===== src/sv/ognz_pkg.sv =====
// shared types, constants and helper functions for the octave gradient noise block
package ognz_pkg;

    localparam int FRAC_BITS  = 16;
    localparam int COORD_W    = 24;
    localparam int INT_W      = COORD_W - FRAC_BITS;
    localparam int VAL_W      = 24;
    localparam int MUL_W      = 2 * VAL_W;
    localparam int RES_W      = 32;
    localparam int OUT_W      = 16;
    localparam int TABLE_SIZE = 256;
    localparam int ADDR_W     = $clog2(TABLE_SIZE);
    localparam int OCTAVE_MAX = 8;
    localparam int OCT_W      = 4;
    localparam int OCT_IDX_W  = $clog2(OCTAVE_MAX);
    localparam int CFG_IDX_W  = 2;
    localparam int OP_W       = 6;

    localparam logic signed [VAL_W-1:0] ONE     = VAL_W'(1 << FRAC_BITS);
    localparam logic signed [VAL_W-1:0] FIFTEEN = VAL_W'(15 << FRAC_BITS);
    localparam logic signed [VAL_W-1:0] TEN     = VAL_W'(10 << FRAC_BITS);

    // micro-op numbers of one octave
    localparam logic [OP_W-1:0] OP_FADE_LAST = 6'd11;
    localparam logic [OP_W-1:0] OP_RD_X      = 6'd12;
    localparam logic [OP_W-1:0] OP_RD_X1     = 6'd13;
    localparam logic [OP_W-1:0] OP_RD_A      = 6'd14;
    localparam logic [OP_W-1:0] OP_RD_A1     = 6'd15;
    localparam logic [OP_W-1:0] OP_RD_B      = 6'd16;
    localparam logic [OP_W-1:0] OP_RD_B1     = 6'd17;
    localparam logic [OP_W-1:0] OP_CORNER    = 6'd18;
    localparam logic [OP_W-1:0] OP_LERP      = 6'd26;
    localparam logic [OP_W-1:0] OP_LAST      = 6'd32;

    typedef enum logic [CFG_IDX_W-1:0] {
        CFG_OCTAVES = 2'd0,
        CFG_OUT_MIN = 2'd1,
        CFG_OUT_MAX = 2'd2
    } t_cfg_idx;

    typedef enum logic [2:0] {
        S_IDLE,
        S_OP,
        S_ACC,
        S_FIN0,
        S_FIN1
    } t_state;

    typedef struct packed {
        logic signed [VAL_W-1:0] a;
        logic signed [VAL_W-1:0] b;
        logic                    half;
    } t_mul_req;

    function automatic logic signed [VAL_W-1:0] grad(
        input logic [3:0]              h,
        input logic signed [VAL_W-1:0] x,
        input logic signed [VAL_W-1:0] y,
        input logic signed [VAL_W-1:0] z
    );
        logic signed [VAL_W-1:0] u;
        logic signed [VAL_W-1:0] v;
        u = (h < 4'd8) ? x : y;
        if (h < 4'd4) begin
            v = y;
        end else if (h == 4'd12 || h == 4'd14) begin
            v = x;
        end else begin
            v = z;
        end
        if (h[0]) u = -u;
        if (h[1]) v = -v;
        return u + v;
    endfunction

    // arithmetic shift that rounds toward zero
    function automatic logic signed [VAL_W-1:0] shr_tz(
        input logic signed [VAL_W-1:0] v,
        input logic [OCT_IDX_W-1:0]    s
    );
        logic signed [VAL_W-1:0] bias;
        bias = v[VAL_W-1] ? ((VAL_W'(1) << s) - VAL_W'(1)) : '0;
        return (v + bias) >>> s;
    endfunction

endpackage


===== src/sv/ognz_mul.sv =====
// shared fixed-point multiplier with registered product and toward-zero scaling
module ognz_mul (
    input  logic                                  i_clk,
    input  ognz_pkg::t_mul_req                    i_mreq,
    output logic signed [ognz_pkg::RES_W-1:0]     o_res
);
    logic signed [ognz_pkg::MUL_W-1:0] r_prod;
    logic                              r_half;
    logic signed [ognz_pkg::MUL_W-1:0] w_bias;
    logic signed [ognz_pkg::MUL_W-1:0] w_shifted;

    always_ff @(posedge i_clk) begin
        r_prod <= ognz_pkg::MUL_W'(i_mreq.a) * ognz_pkg::MUL_W'(i_mreq.b);
        r_half <= i_mreq.half;
    end

    always_comb begin
        if (r_prod[ognz_pkg::MUL_W-1]) begin
            w_bias = r_half ? ognz_pkg::MUL_W'((1 << (ognz_pkg::FRAC_BITS + 1)) - 1)
                            : ognz_pkg::MUL_W'((1 << ognz_pkg::FRAC_BITS) - 1);
        end else begin
            w_bias = '0;
        end
        w_shifted = (r_prod + w_bias) >>> (ognz_pkg::FRAC_BITS + (r_half ? 1 : 0));
        o_res     = w_shifted[ognz_pkg::RES_W-1:0];
    end
endmodule


===== config.mk =====
export PLATFORM = sky130hd
export DESIGN_NAME = ognz_mul
export DESIGN_NICKNAME = d
export VERILOG_FILES = /design/src/sv/ognz_pkg.sv /design/src/sv/ognz_mul.sv
export SDC_FILE = /design/constraint.sdc
export NUM_CORES = 2
export LEC_CHECK = 0
export BUFFER_PORTS_ARGS = -buffer_cell sky130_fd_sc_hd__buf_2
export CORE_MARGIN = 4
export CORE_UTILIZATION = 46
export CTS_CLUSTER_DIAMETER = 120
export DETAILED_ROUTE_END_ITERATION = 12
export PLACE_DENSITY = 0.7
export SYNTH_ARGS = -nofsm -noshare
export SYNTH_HDL_FRONTEND = slang
export SYNTH_SLANG_ARGS = --single-unit

===== constraint.sdc =====
create_clock -name i_clk -period 17.25 [get_ports i_clk]
set_clock_uncertainty 0.05 [all_clocks]
set_input_delay 2.5875 -clock i_clk [delete_from_list [all_inputs] [get_ports i_clk]]
set_output_delay 2.5875 -clock i_clk [all_outputs]
set_load 0.005 [all_outputs]

==> out/results.tsv <==
stage	metric	value	unit
outcome	outcome	finished, final reports clean	
logic_synthesis	synth_nets	3378	
place	hpwl	46980	µm
logic_synthesis	ys_seq_elements	49	
cells_and_area	fin_nets	3360	
critical_path	start_kind	input pin	
cells_and_area	n_antenna_cell	0	
logic_synthesis	ys.warnings.count	0	
sta	hold_violations	0	
clock_tree	hold_buffers	0	
logic_synthesis	ys_async_sr_fraction	0	%
critical_path	cp-end-kind	flop	
floorplan	ios	82	
logic_synthesis	synth_commonest_cells	607 x fa_1, 592 x inv_1, 335 x nand2_1	
sta	slew_viol_final	0	
floorplan	die_area	54960	µm²
clock_tree	clock_path_buffers	2	
clock_tree	cts.sinks	49	
global_routing	track_usage	22.61	%
cells_and_area	final_area	24570	µm²
clock_tree	cts_tree	built	
global_routing	grt_max_degree	51	
route	wirelength	57990	µm
floorplan	core	50380	µm²
logic_synthesis	synth_ff_type	dfxtp_1	
critical_path	required	17.37	ns
clock_tree	postCtsSetupRepairBufs	0	
logic_synthesis	synth_area_per_cell	9.173	µm²
run	maxCapViolCount	0	
critical_path	crit_type	input pin to flop	
clock_tree	htreeDepth	2	
cells_and_area	drive_gt1_share	4.464	%
cells_and_area	syn2layout_area_growth	4.191	%
sta	finalSetupViolCount	0	
floorplan	die_w	234.4	µm
route	ant_nets	0	
sta	layout_setup_ws	7.723	ns
global_routing	grt_pass1_wl	98640	µm
clock_tree	cts_buffers	5	
min_path	hold_path.class	input pin to flop	
floorplan	initial_utilization	46.82	%
sta	period_share	55.23	%
route	dr.pass1.iters	5	
global_routing	antenna_found_initial	1	
critical_path	crit_fanout	24	
global_routing	overflow	0	
logic_synthesis	synth_edf_count	0	
place	place_area	24420	µm²
sta	timing.fmax	0.1050	GHz
sta	rsz0062_at_grt	false	
clock_tree	cts_resized	0	
clock_tree	root_buffer	clkbuf_16	
logic_synthesis	synth_cells	2571	
logic_synthesis	synth_area	23580	µm²
place	io_buffers	81	
logic_synthesis	synth_top_area_share	51.53	%
sta	max-slew-margin-rel	40.63	%
cells_and_area	multi_input_area	19960	µm²
cells_and_area	seq_area	980.9	µm²
sta	worstMarginPinSlew	0.8894	ns
place	place_congestion	0.8844	
route	viasPerCell	5.296	
route	drc_errors	0	
route	vias	17090	
cells_and_area	n_fill_cell	4672	
route	routedWlPerCell	17.98	µm
critical_path	critPathArrivalTime	9.65	ns
route	drt-initial-drc-count	1062	
logic_synthesis	synth.most_common_cell	fa_1	
sta	period_needed	9.527	ns
floorplan	rows	82	
logic_synthesis	synth_cell_types	65	
place	dpl_worst_slack	7.473	ns
floorplan	dieHeight	234.4	µm
logic_synthesis	synth_seq_area_share	4.159	%
clock_tree	path_clk_slew	0.07	ns
sta	timing.setup.tns	0	ns
logic_synthesis	synthTopCellsByArea	fa_1 52%, inv_1 9.4%, ha_1 8.0%	
logic_synthesis	synth_area_leader_cell	fa_1	
global_routing	grt_pass1_vias	19450	
[placed cells by master (no fill, tap or decap), drive strengths merged, types with 3 or more instances in the layout]
| master | netlist | layout |
|---|---|---|
| or3 | 6 | 6 |
| a31oi | 7 | 7 |
| a311oi | 4 | 4 |
| o211ai | 4 | 4 |
| o21ai | 38 | 38 |
| xnor2 | 45 | 45 |
| a21oi | 61 | 61 |
| ha | 150 | 150 |
| and2 | 274 | 274 |
| a211oi | 19 | 19 |
| nand4 | 11 | 11 |
| mux2i | 12 | 12 |
| a21o | 28 | 28 |
| xor2 | 14 | 14 |
| and4 | 6 | 6 |
| fa | 607 | 607 |
| clkbuf | 103 | 5 |
| dfxtp | 49 | 49 |
| o22ai | 4 | 4 |
| nor3 | 9 | 9 |
| a221oi | 3 | 3 |
| nand2 | 335 | 335 |
| a2111oi | 3 | 3 |
| buf | 4 | 82 |
| nor2 | 85 | 85 |
| nand2b | 23 | 23 |
| inv | 592 | 593 |
| o21bai | 11 | 11 |
| or2 | 4 | 4 |
| o21a | 6 | 6 |
| and3 | 15 | 15 |
| nand3 | 15 | 15 |
[sequential cells by signal, indices dropped and copies added (netlist names)]
signal and count:
r_half 1, r_prod 48
[logic make-up (layout without fill, tap and decap cells)]
kind of cell    count (synthesis)  after routing  synth area share, %
mux                            12             12               0.5093
flops                          49             49                4.159
simple gates                  791            791                16.55
xor+xnor                       59             59                2.191
fa+ha+maj                     757            757                59.48
compound gates                203            203                5.899
buf+inv                       700            683                11.20
[per-stage QoR]
step	util, %	cells	hold WS [ns]
after CTS	48.78	3226	2.337
after detailed placement	48.48	3218	2.645
after global routing	48.78	3226	2.335
final	48.78	3226	2.343
after global placement	48.48	3218	2.641
after floorplan	-	2571	2.565
[layout make-up]
cell class,instances,area share [%]
Clock buffer,5,0.5092
Clock inverter,3,0.1069
Inverter,593,9.058
Multi-Input combinational cell,1822,81.23
Sequential cell,49,3.992
Tap cell,672,3.422
Timing Repair Buffer,82,1.680
[worst max-delay path: stages]
cell and delay [ns]:
buf_2 0.43, and2_1 0.28, fa_1 0.59, fa_1 0.72, inv_1 0.21, fa_1 0.61
inv_1 0.42, fa_1 0.53, fa_1 0.60, fa_1 0.44, fa_1 0.45, ha_1 0.40
nand3_1 0.23, or3_1 0.43, o21ba_2 0.24, o211ai_1 0.21, a21oi_1 0.11, xnor2_1 0.14
[worst paths after layout]
| check | from | to | slack [ns] | cells after the start |
|---|---|---|---|---|
| max | i_mreq[2] | r_prod[47] | 7.72 | 18 |
| min | i_mreq[0] | r_half | 2.34 | 1 |
[per-layer routing]
| metal | vias up | routed length (µm) | track usage (%) |
|---|---|---|---|
| met2 | 516 | 30840 | 42.30 |
| met3 | 150 | 3020 | 2.868 |
| li1 | 7530 | - | - |
| met4 | 2 | 2499 | 7.900 |
| met1 | 8887 | 21620 | 26.75 |
| met5 | - | 13 | 0 |
Power is left out: the tool's default activity adds up to more than one toggle a clock period on the data nets, which glitch-free logic cannot reach.
